===== config.mk =====
export PLATFORM = sky130hd
export DESIGN_NAME = rss_fifo
export DESIGN_NICKNAME = d
export VERILOG_FILES = /design/src/design/rss_fifo.sv
export SDC_FILE = /design/constraint.sdc
export NUM_CORES = 1
export LEC_CHECK = 0
export BUFFER_PORTS_ARGS = -buffer_cell sky130_fd_sc_hd__buf_4
export CORE_MARGIN = 4
export CORE_UTILIZATION = 52
export CTS_CLUSTER_DIAMETER = 80
export DETAILED_ROUTE_END_ITERATION = 7
export PLACE_DENSITY = 0.9
export SYNTH_ARGS = -nofsm -noshare
export SYNTH_HDL_FRONTEND = slang
export SYNTH_SLANG_ARGS = --single-unit
export TNS_END_PERCENT = 50

===== constraint.sdc =====
create_clock -name clk -period 3 [get_ports clk]
set_input_delay 0.3 -clock clk [delete_from_list [all_inputs] [get_ports clk]]
set_output_delay 0.3 -clock clk [all_outputs]
set_load 0.05 [all_outputs]

===== src/design/rss_fifo.sv =====
// ----------------------------------------------------------------------------
// rss_fifo: short snapshot queue
// Small register queue between the accumulator and the variance sequencer.
// ----------------------------------------------------------------------------
module rss_fifo #(
  parameter int WIDTH = 8,
  parameter int DEPTH = 2
) (
  input  logic             clk,
  input  logic             rst_n,
  input  logic             push,
  input  logic [WIDTH-1:0] push_data,
  input  logic             pop,
  output logic [WIDTH-1:0] rd_data,
  output logic             full,
  output logic             empty
);

  localparam int PTR_W = (DEPTH > 1) ? $clog2(DEPTH) : 1;
  localparam int CNT_W = $clog2(DEPTH + 1);

  logic [WIDTH-1:0] mem_r [DEPTH];
  logic [PTR_W-1:0] wr_ptr_r, rd_ptr_r;
  logic [CNT_W-1:0] fill_r;

  assign full    = (fill_r == CNT_W'(DEPTH));
  assign empty   = (fill_r == '0);
  assign rd_data = mem_r[rd_ptr_r];

  always_ff @(posedge clk) begin
    if (push) begin
      mem_r[wr_ptr_r] <= push_data;
    end
  end

  always_ff @(posedge clk) begin
    if (!rst_n) begin
      wr_ptr_r <= '0;
      rd_ptr_r <= '0;
      fill_r   <= '0;
    end else begin
      if (push) begin
        wr_ptr_r <= (wr_ptr_r == PTR_W'(DEPTH - 1)) ? '0 : wr_ptr_r + 1'b1;
      end
      if (pop) begin
        rd_ptr_r <= (rd_ptr_r == PTR_W'(DEPTH - 1)) ? '0 : rd_ptr_r + 1'b1;
      end
      if (push && !pop) begin
        fill_r <= fill_r + 1'b1;
      end else if (pop && !push) begin
        fill_r <= fill_r - 1'b1;
      end
    end
  end

endmodule


## Yosys cells after proc, flatten, opt, wreduce, memory -nomap -nowiden

Memory sizes are Yosys's and may differ from the RTL's. A register that Yosys moved wholly into a read port is not among the register bits.
Index checks and enable logic that the tools add are counted.

| word-level totals | value |
|---|---|
| register bits after elaboration | 4 |
| output and inout bits | 10 |
| word-level logic and storage cells | 23 |
| memories | 1 |
| RAM bits | 16 |

Memory list:

| name | depth | bits a word | rd ports | clocked after memory_dff | wr ports | RTL line | text |
|---|---|---|---|---|---|---|---|
| mem_r | 2 | 8 | 1 | 1 | 1 | 22 | `logic [WIDTH-1:0] mem_r [DEPTH];` |

| cells by class | value |
|---|---|
| multiplexer cells | 8 |
| add/sub/neg operators | 4 |
| reductions and logical operators | 6 |
| equality and inequality tests | 1 |

Operators by type and width:

| kind | count |
|---|---|
| $mux W1 | 6 |
| $mux W2 | 2 |
| $add A1 B1 Y1 const B | 2 |
| $add A2 B1 Y2 const B | 1 |
| $eq A2 B2 Y1 const B | 1 |
| $logic_and A1 B1 Y1 | 2 |
| $logic_not A1 Y1 | 2 |
| $logic_not A2 Y1 | 1 |
| $reduce_bool A2 Y1 | 1 |
| $sub A2 B1 Y2 const B | 1 |

## Logic depth before layout (Yosys ltp)

| depth | value |
|---|---|
| depth after elaboration | 4 |
| gate-level depth with buffers | 5 |
| gate-level depth less buffers | 5 |

## Worst setup path before layout

OpenSTA, ideal clock, no wires.

| timing | value |
|---|---|
| kind | register to output |
| from | register fill_r[0] |
| to | output port empty |
| arrival | 0.991 ns |
| stages on the path, launching flop included | 2 |
| data required time | 2.700 ns |
| path slack | 1.709 ns |
| cells stage by stage | dfxtp_1 -> nor2_1 |

| between the ends | value |
|---|---|
| word-level cells in the longest chain between the ends | 1 |

Ends and longest elaborated chain:

| item | RTL line | text |
|---|---|---|
| start: declaration | 24 | `logic [CNT_W-1:0] fill_r;` |
| start signal: assignment | 49 | `fill_r <= fill_r + 1'b1;` |
| start signal: assignment | 51 | `fill_r <= fill_r - 1'b1;` |
| $logic_not A2 Y1 | 27 | `assign empty = (fill_r == '0);` |
| end: declaration | 16 | `output logic empty` |

No other way between the ends.

==> metrics.txt <==
top cell type's share of synthesized area=slightly above 60%; vias in the first global route=425; mux share of post-synthesis cell area=11.3%; Maximum Capacitance Violations=0; later-pin clock latency in the skew report=approximately 300 ps; Worst Path Required=2700 ps; Chip Height=around 47 µm; critical path type=reg2out; clk sink count=21; Crit. End Element=primary output; Detail Route Antenna Nets=0; Total GRT Usage=15.1%; Die ar.=2220 µm²; Core Region=1370 µm²; hold slack=179 ps; IO Count=22; Final period util=57.2%; # fillers=98; syn_area_per_cell=16.9 µm²; 1st-iter DRT viols=10; initial antenna violation count=0; worst slew pin tran=766 ps; initial core utilization=58.2%; DRC violations left=0; Final Worst Setup Slack=~1300 ps; Post-CTS Hold Fix Bufs=0; WL final=1320 µm; GRT overflow=0; top cells by area, synth=edfxtp_1, dfxtp_1, mux2_2; commonest cells after routing, fill and taps aside=buf_4, edfxtp_1, mux2_2; TritonCTS clock tree=done; number of port buffers=21; Synth cell types=16; largest net degree at the start of global routing=12; synth warn=0; final core occ=between 70% and 80%; highest net fanout along the worst path=8; Post-Synth XOR/XNOR Area=3.31%; clock buffer depth=2; post-synthesis compound-gate area fraction=2.52%; fmax=0.583 GHz; die width=~47 µm; Final Hold Viols=0; Pre-antenna DRT Iters=3; Rows=13; commonest non-fill, non-tap cell in the layout=buf_4; clk_skew=about 5.4 ps; simple-gate share of the synthesized area=7.09%; Seq cells post-synth=21; area of the mapped netlist=795 µm²; CP arrival=about 1400 ps; cell count after synthesis=47; Setup TNS=0 ps; startpoint types=register; Post-Syn Nets=60; Worst-path clk slew=110 ps; Placed Cells=82; worst vdd rail ir drop=around 0.39 mV; # nets final=85; Slew headroom=48.8%; Final min period=1720 ps; outcome=finished clean; Vias/cell=between 5 and 6; diode count=0; fin. max-slew vios=0; leakage power=0.000395 µW; Power Dens Cells=618 nW/µm²; largest family of logic cells by synthesized area=multiplexers; Synth Area in Adders=under 10%; share of cells above drive strength 1=between 40% and 50%; fin cells=86; htree depth=1; dpl ws=1580 ps; Synth area leader=edfxtp_1; setup violators final=0; Post-CTS Resized=0; vias after detailed routing=approximately 440; post-CTS setup buffers=0; first-pass GRT wire length=between 2000 and 2500 µm; unrepaired setup endpoints after global routing=no; total CTS buffers=3; wire per inst=15.3 µm; gpl congestion=0.623; worst min-delay path category=in2reg; register area share after synthesis=73.1%; Area growth syn-to-layout=24.9%; Root Buffer Master=clkbuf_4
-- critical path: stages (launching register included) --
cell and delay (ps):
dfxtp_1 540, mux2_2 390, buf_4 190
-- per-layer routing --
layer | part of all wire (%) | GRT usage [%]
met1 | 37 | 16.3
met3 | 7.6 | 6.13
met5 | 0 | 0
met4 | 0 | 8.29
met2 | 55 | 24.9
-- Yosys cell counts --
| library cell | number |
|---|---|
| dfxtp_1 | 5 |
| inv_1 | 1 |
| or3_1 | 1 |
| mux2_2 | 8 |
| a21boi_1 | 1 |
| xor2_1 | 2 |
| o21ai_0 | 1 |
| nor2_1 | 1 |
| nor2b_1 | 2 |
| ha_1 | 1 |
| and2b_2 | 1 |
| buf_2 | 1 |
| edfxtp_1 | 16 |
| o21a_1 | 1 |
| and2_1 | 4 |
| xnor2_1 | 1 |
-- cell families (layout without fill, tap and decap cells) --
| family | Yosys count | after routing |
|---|---|---|
| buffers and inverters | 2 | 26 |
| flip-flops | 21 | 21 |
| multiplexers | 8 | 8 |
| AND/OR/NAND/NOR | 9 | 9 |
| XOR/XNOR | 3 | 3 |
| AO/OA/AOI/OAI | 3 | 3 |
| adder cells (fa/ha/maj) | 1 | 1 |
-- sequential cells by signal, indices dropped and copies added (netlist names), named ones only --
register  flops
wr_ptr_r      1
fill_r        2
mem_r        16
rd_ptr_r      1
-- per-stage QoR --
step                      area, µm²  total power, µW
after floorplan                 795              445
after global placement          966              485
after detailed placement        966              491
after CTS                       992              620
after global routing            992              648
final                           992              613
-- report_power, final --
part	switching, µW	internal, µW
logic	83.9	53.5
clock network	79.5	51.8
registers	11.9	333
total	175	438
-- path summary, 6_finish.rpt --
kind	from	endpoint	slack [ps]	depth (start not counted)
max reg2reg	wr_ptr_r	mem_r[0][1]	1700	1
max	register	rd_data[2]	1280	2
min	push_data[7]	mem_r[1][7]	180	1
min reg2reg	fill_r[1]	fill_r[1]	520	2
-- layout make-up --
class                           instances  area (µm²)  share of cell area (%)
Clock buffer                            4        26.3                    2.65
Sequential cell                        21         581                    58.5
Multi-Input combinational cell         24         205                    20.7
Tap cell                               15        18.8                    1.89
Inverter                                1        3.75                   0.378
Timing Repair Buffer                   21         158                    15.9
Note: power is estimated with default switching activity, not from simulation.
