`config.mk`:
```
export PLATFORM = sky130hd
export DESIGN_NAME = rss_front_flat
export DESIGN_NICKNAME = d
export VERILOG_FILES = /design/src/design/rss_pkg.sv /design/src/design/rss_if.sv /design/src/design/rss_front.sv /design/src/flat_wrapper.sv
export SDC_FILE = /design/constraint.sdc
export NUM_CORES = 1
export LEC_CHECK = 0
export BUFFER_PORTS_ARGS = -buffer_cell sky130_fd_sc_hd__buf_2
export CORE_MARGIN = 2
export CORE_UTILIZATION = 55
export CTS_CLUSTER_SIZE = 16
export DETAILED_ROUTE_END_ITERATION = 12
export PLACE_DENSITY = 0.76
export SLEW_MARGIN = 0
export SYNTH_ARGS = -nofsm -noshare
export SYNTH_HDL_FRONTEND = slang
export SYNTH_SLANG_ARGS = --single-unit
```
`constraint.sdc`:
```
create_clock -name clk -period 14.2 [get_ports clk]
set_input_delay 2.84 -clock clk [delete_from_list [all_inputs] [get_ports clk]]
set_output_delay 2.84 -clock clk [all_outputs]
set_load 0.01 [all_outputs]
```
`src/design/rss_pkg.sv`:
```
// ----------------------------------------------------------------------------
// rss_pkg: shared types for the running sample statistics block
// Snapshot word passed from the accumulator front end to the variance back end,
// plus the fixed field widths of the result word.
// ----------------------------------------------------------------------------
package rss_pkg;

  localparam int SMP_W   = 16;   // sample, minimum, maximum
  localparam int CNT_W   = 31;   // count field
  localparam int TOT_W   = 47;   // total field
  localparam int SQS_W   = 61;   // total_squares field
  localparam int VAR_W   = 32;   // variance field
  localparam int DEV_W   = 16;   // deviation field

  // Snapshot widths cover the widest parameter settings.
  localparam int SNAP_CNT_W = 32;
  localparam int SNAP_ACC_W = 64;
  localparam int SNAP_SMP_W = 24;

  typedef struct packed {
    logic [SNAP_CNT_W-1:0]        count;
    logic signed [SNAP_SMP_W-1:0] low;
    logic signed [SNAP_SMP_W-1:0] high;
    logic signed [SNAP_ACC_W-1:0] sum;
    logic [SNAP_ACC_W-1:0]        sumsq;
    logic                         ovf;
  } snap_t;

endpackage

```
`src/design/rss_if.sv`:
```
// ----------------------------------------------------------------------------
// rss_if: stream channels of the running sample statistics block
// One sample word in, one statistics word out, valid/ready handshake.
// ----------------------------------------------------------------------------
interface rss_in_if import rss_pkg::*; ();
  logic                    valid;
  logic                    ready;
  logic signed [SMP_W-1:0] sample;

  modport source (output valid, output sample, input ready);
  modport sink   (input valid, input sample, output ready);
endinterface


```
`src/design/rss_front.sv`:
```
// ----------------------------------------------------------------------------
// rss_front: sample accumulator
// Takes one sample a cycle while the queue has room, updates count, sum,
// sum of squares, minimum, maximum and the sticky overflow flag, and pushes
// the updated snapshot.
// ----------------------------------------------------------------------------
module rss_front import rss_pkg::*; #(
  parameter int SAMPLE_BITS = 16,
  parameter int COUNT_BITS  = 31
) (
  input  logic   clk,
  input  logic   rst_n,
  rss_in_if.sink in_s,
  input  logic   full,
  output logic   push,
  output snap_t  push_data
);

  localparam int SUM_W = (SAMPLE_BITS + COUNT_BITS > 64) ? 64 : SAMPLE_BITS + COUNT_BITS;
  localparam int SQ_W  = (2*SAMPLE_BITS + COUNT_BITS - 2 > 64) ? 64
                       : 2*SAMPLE_BITS + COUNT_BITS - 2;

  logic [COUNT_BITS-1:0]         cnt_r, cnt_nxt;
  logic signed [SUM_W-1:0]       sum_r, sum_nxt;
  logic [SQ_W-1:0]               sq_r, sq_nxt;
  logic signed [SAMPLE_BITS-1:0] lo_r, lo_nxt, hi_r, hi_nxt;
  logic                          ovf_r, ovf_nxt;

  logic [SAMPLE_BITS+SMP_W-1:0]  ext;
  logic [SAMPLE_BITS-1:0]        raw;
  logic signed [SAMPLE_BITS-1:0] val;
  logic [SAMPLE_BITS-1:0]        mag;
  logic [2*SAMPLE_BITS-1:0]      sqr;

  always_comb begin
    // Bits above the sample width are ignored; a wider sample sees the port zero-extended.
    ext = {{SAMPLE_BITS{1'b0}}, in_s.sample};
    raw = ext[SAMPLE_BITS-1:0];
    val = signed'(raw);
    mag = raw[SAMPLE_BITS-1] ? (~raw + 1'b1) : raw;
    sqr = mag * mag;

    cnt_nxt = cnt_r;
    sum_nxt = sum_r;
    sq_nxt  = sq_r;
    lo_nxt  = lo_r;
    hi_nxt  = hi_r;
    ovf_nxt = ovf_r;
    if (!ovf_r) begin
      if (&cnt_r) begin
        ovf_nxt = 1'b1;
      end else begin
        cnt_nxt = cnt_r + 1'b1;
        sum_nxt = sum_r + SUM_W'(val);
        sq_nxt  = sq_r + SQ_W'(sqr);
        if (cnt_r == '0) begin
          lo_nxt = val;
          hi_nxt = val;
        end else if (val < lo_r) begin
          lo_nxt = val;
        end else if (val > hi_r) begin
          hi_nxt = val;
        end
      end
    end
  end

  assign in_s.ready = !full;
  assign push       = in_s.valid && !full;

  always_comb begin
    push_data.count = SNAP_CNT_W'(cnt_nxt);
    push_data.low   = SNAP_SMP_W'(lo_nxt);
    push_data.high  = SNAP_SMP_W'(hi_nxt);
    push_data.sum   = SNAP_ACC_W'(sum_nxt);
    push_data.sumsq = SNAP_ACC_W'(sq_nxt);
    push_data.ovf   = ovf_nxt;
  end

  always_ff @(posedge clk) begin
    if (!rst_n) begin
      cnt_r <= '0;
      sum_r <= '0;
      sq_r  <= '0;
      lo_r  <= '0;
      hi_r  <= '0;
      ovf_r <= 1'b0;
    end else if (push) begin
      cnt_r <= cnt_nxt;
      sum_r <= sum_nxt;
      sq_r  <= sq_nxt;
      lo_r  <= lo_nxt;
      hi_r  <= hi_nxt;
      ovf_r <= ovf_nxt;
    end
  end

endmodule

```
`src/flat_wrapper.sv`:
```
// flat-port wrapper written by rule: the top's interface ports become plain ports
module rss_front_flat import rss_pkg::*;
#(
  parameter int SAMPLE_BITS = 16,
  parameter int COUNT_BITS  = 31
)
  (clk, rst_n, full, push, push_data, in_s_valid, in_s_sample, in_s_ready);
  rss_in_if in_s_i ();
  input  logic clk;
  input  logic rst_n;
  input  logic full;
  output logic push;
  output snap_t push_data;
  input wire logic [$bits(in_s_i.valid)-1:0] in_s_valid;
  input wire logic [$bits(in_s_i.sample)-1:0] in_s_sample;
  output wire logic [$bits(in_s_i.ready)-1:0] in_s_ready;
  assign in_s_i.valid = in_s_valid;
  assign in_s_i.sample = in_s_sample;
  assign in_s_ready = in_s_i.ready;
  rss_front #(.SAMPLE_BITS(SAMPLE_BITS), .COUNT_BITS(COUNT_BITS)) u_core (.clk(clk), .rst_n(rst_n), .in_s(in_s_i), .full(full), .push(push), .push_data(push_data));
endmodule
```
Word level (Yosys, flattened, before mapping)
Index checks and enable logic that the tools add are counted.

Register bits: 172. Bits in latches: 0. Memory bits (writable): 0. Bits in read-only memories: 0. Input bits: 20. Output and inout port bits: 211. Word-level logic and storage cells: 36. Memories: 0.

Add/subtract/negate cells: 4. Multiply operators: 1. Divide/modulo/power cells: 0. Order comparisons: 2. Eq/ne operators: 0. Shift operators: 0. Mux-type cells: 18. Bitwise logic cells: 1. Reductions and logical operators: 4.

Operator list (count): two-way mux 16 bit (10); two-way mux 61 bit (2); two-way mux 47 bit (2); two-way mux 31 bit (2); adder 61 x 32 -> 61 bit (1); adder 47 x 16 -> 47 bit (1); multiplier 16 x 16 -> 32 bit (1); adder 31 x 1 -> 31 bit, second input constant (1); logical NOT 31 bit (1); AND reduction 31 bit (1); adder 16 x 1 -> 16 bit, second input constant (1); > comparator 16 bit (1); less-than comparator 16 bit (1); inverter 16 bit (1); two-way mux 1 bit (2); logical AND 1 bit (1); logical NOT 1 bit (1).

Depth between registers and ports, before layout
Depth in word-level cells: 7. Depth in mapped cells: 36.

Least setup slack after synthesis
No wires, ideal clock.

Path type: input-to-output. From: input in_s_sample[0]. To: output push_data[58] (netlist bit). Arrival: 10.515 ns. Required time: 11.360 ns. Setup slack: 0.845 ns. Stages on the path: 31. Cell sequence: clkinv_1 > ha_1 > nand2_1 > or3_1 > or2_2 > o41ai_1 > xor2_1 > inv_1 > nand2_1 > inv_1 > fa_1 > inv_1 > fa_1 > inv_1 > fa_1 > fa_1 > fa_1 > inv_1 > fa_1 > inv_1 > ha_1 > and3_1 > nand3_1 > a211oi_1 > o21ai_0 > o31a_1 > or2_2 > buf_2 > nor2_1 > nand3_1 > xnor2_1.

RTL lines: start, declared (RTL line flat_wrapper.sv:15) `input wire logic [$bits(in_s_i.sample)-1:0] in_s_sample;`; end, declared (RTL line flat_wrapper.sv:13) `output snap_t push_data;`.

==> impl_metrics.tcl <==
set metrics [dict create \
    grt_use_total_pct 29.9 \
    arrival_ps 10980 \
    vias_per_cell 5.52 \
    clock_skew_ps 14.8 \
    clk_path_buf_depth 2 \
    maxSlewViolCount 0 \
    drcViolationCount 0 \
    drive_above_1_share_pct 12.8 \
    tns_ps 0 \
    multi_input_area_mm2 0.0152 \
    ys_async_sr_fraction_pct 0 \
    netlist_top_cells_count "399 x inv_1, 341 x nand2_1, 264 x nor2_1" \
    avgSynthCellArea_um2 7.75 \
    numCtsBuffers 17 \
    synth_ff_type "dfxtp_1" \
    drt-wirelength-per-cell_um 16.9 \
    path_max_fanout 12 \
    grt_pass1_vias 18500 \
    core_mm2 0.0374 \
    setup_viol 0 \
    worstHoldPathType "flop to flop" \
    cp-start-kind "primary input" \
    hold_viol 0 \
    die_area_mm2 0.0393 \
    drv_cap 0 \
    worst-slew-pin-transition_ps 1120 \
    post-route-period-util_pct 97.3 \
    dpl.cell_count 3329 \
    grt_pass1_wl_um 92700 \
    first_pass_iters 8 \
    slowest_stage "fa_1" \
    syn2layout_area_growth_pct 10.4 \
    dieHeight_um 198 \
    end_kind "output pin" \
    status "complete, no violations" \
    synth_warnings 0 \
    die_x_um 198 \
    routed_wl_um 56700 \
    cp.required_ps 11360 \
    cts_tree "done" \
    critPathKind "primary input to output pin" \
    layout_min_cycle_time_ps 13820 \
    htreeDepth 4 \
    clkSinkCount 172 \
    drtAntennaViolNets 0 \
    clkTransAtPathRegs_ps 60 \
    max-slew-margin-rel_pct 24.8 \
    ctsRootBufferMaster "clkbuf_16" \
    gp_congestion 0.925 \
    io_pins 231 \
    yosys.area.top_type "fa_1" \
    fin_cells 3362 \
    drt-initial-drc-count 1257 \
    gr-total-overflow 0 \
    grt_max_degree 91 \
    cts_hold_buf 0 \
    hpwl_um 43300 \
    yosysUniqueCellTypes 74 \
    design_area_mm2 0.0229 \
    clock_latency_ps 490 \
    synth_most_common_cell "inv_1" \
    synth_top_area_share_pct 18.9 \
    mappedNetlistArea_mm2 0.0208 \
    vias 18600 \
    ys_seq_area_share_pct 16.6 \
    synthCells 2679 \
    nNetsFinal 3239 \
    initial_core_util_pct 55.5 \
    placementRows 71 \
    cp_common_cell "fa_1" \
    port_buffers 226 \
    synth_edf_count 0 \
    critPathMaxStageDelay_ps 560 \
    synthTopCellsByArea "fa_1 19%, dfxtp_1 17%, ha_1 11%" \
    max_clock_freq_ghz 0.0724 \
    fill_cells 3348 \
    place_area_mm2 0.0222 \
    cts_setup_buffers 0 \
    ys_ff_latch 172 \
    antenna_found_initial 1 \
    regArea_mm2 0.00344 \
]
what timing repair did:
| item | CTS | global route |
|---|---|---|
| resized for setup | 2 | 10 |
| gates cloned | 0 | 0 |
| endpoints found under the hold margin | 0 | 0 |
| endpoints found under the setup margin | 2 | 30 |
state kept, by name (all words and copies together) (netlist names):
register and flops:
u_core.sq_r 61, u_core.cnt_r 31, u_core.hi_r 16, u_core.sum_r 47, u_core.ovf_r 1, u_core.lo_r 16
final timing paths:
path	startpoint	endpoint	slack [ps]	depth (start not counted)
max reg2reg	u_core.sq_r[10]$_SDFFE_PN0P_	u_core.sq_r[51]$_SDFFE_PN0P_	8600	19
min reg2reg	u_core.sq_r[8]$_SDFFE_PN0P_	u_core.sq_r[8]$_SDFFE_PN0P_	470	2
max	in_s_sample[1]	push_data[52]	380	31
min	u_core.sq_r[8]$_SDFFE_PN0P_	u_core.sq_r[8]$_SDFFE_PN0P_	470	2
critical path, delay by kind of cell:
| kind | cells | cell delay (ps) |
|---|---|---|
| xor+xnor | 2 | 360 |
| fa+ha+maj | 8 | 3560 |
| simple gates | 7 | 1870 |
| compound gates | 5 | 1390 |
| buf+inv | 9 | 940 |
kinds of logic (layout without fill, tap and decap cells):
logic type	after synthesis	in the layout	share of synthesized area, %
buf+inv	563	721	11.0
fa+ha+maj	382	382	30.1
xor+xnor	193	193	8.14
mux	50	50	2.53
simple gates	872	872	18.7
compound gates	445	445	12.9
flops	172	172	16.6
other cells	2	16	0.0362
layout by cell type (no fill, tap or decap), drive strengths merged, types with 4 or more instances in the layout:
master and n:
inv 409, nand2 342, buf 277, nor2 264
fa 196, ha 186, dfxtp 172, o21ai 162
a21oi 131, xnor2 104, xor2 89, nor3 55
a21o 51, nand3 44, nand4 38, mux2i 31
and2 25, or3 20, mux2 19, clkbuf 18
a211oi 17, nand2b 16, conb 15, and3 15
nor4 15, nor2b 14, o21a 14, clkinv 14
o21bai 11, a31oi 11, or2 9, o211ai 7
o41ai 6, o31ai 5, a21boi 4, a31o 4
per-stage QoR:
step                setup WS, ps  hold slack (ps)  util, %
finish                       379              466     61.3
global route               -14.9              482     61.3
CTS                         68.6              466     61.2
detailed placement         -2.95              454     59.5
global placement            59.3              443     59.5
floorplan                    845              436        -
layer usage:
metal / GRT usage [%] / part of all wire [%]
met1: 36.3 / 41
met2: 51.2 / 48
met3: 5.79 / 6.1
met4: 13.6 / 4.1
met5: 0 / 0
cell type report:
type,instances,area share [%]
tap,511,2.79
clock inverter,14,0.759
inverter,412,6.77
clock buffer,18,1.92
sequential,172,15.0
antenna,1,0.0109
multi-input combinational,1957,66.1
timing repair buffer,277,6.60
Power is left out: the tool's default activity adds up to more than one toggle a clock period on the data nets, which glitch-free logic cannot reach.
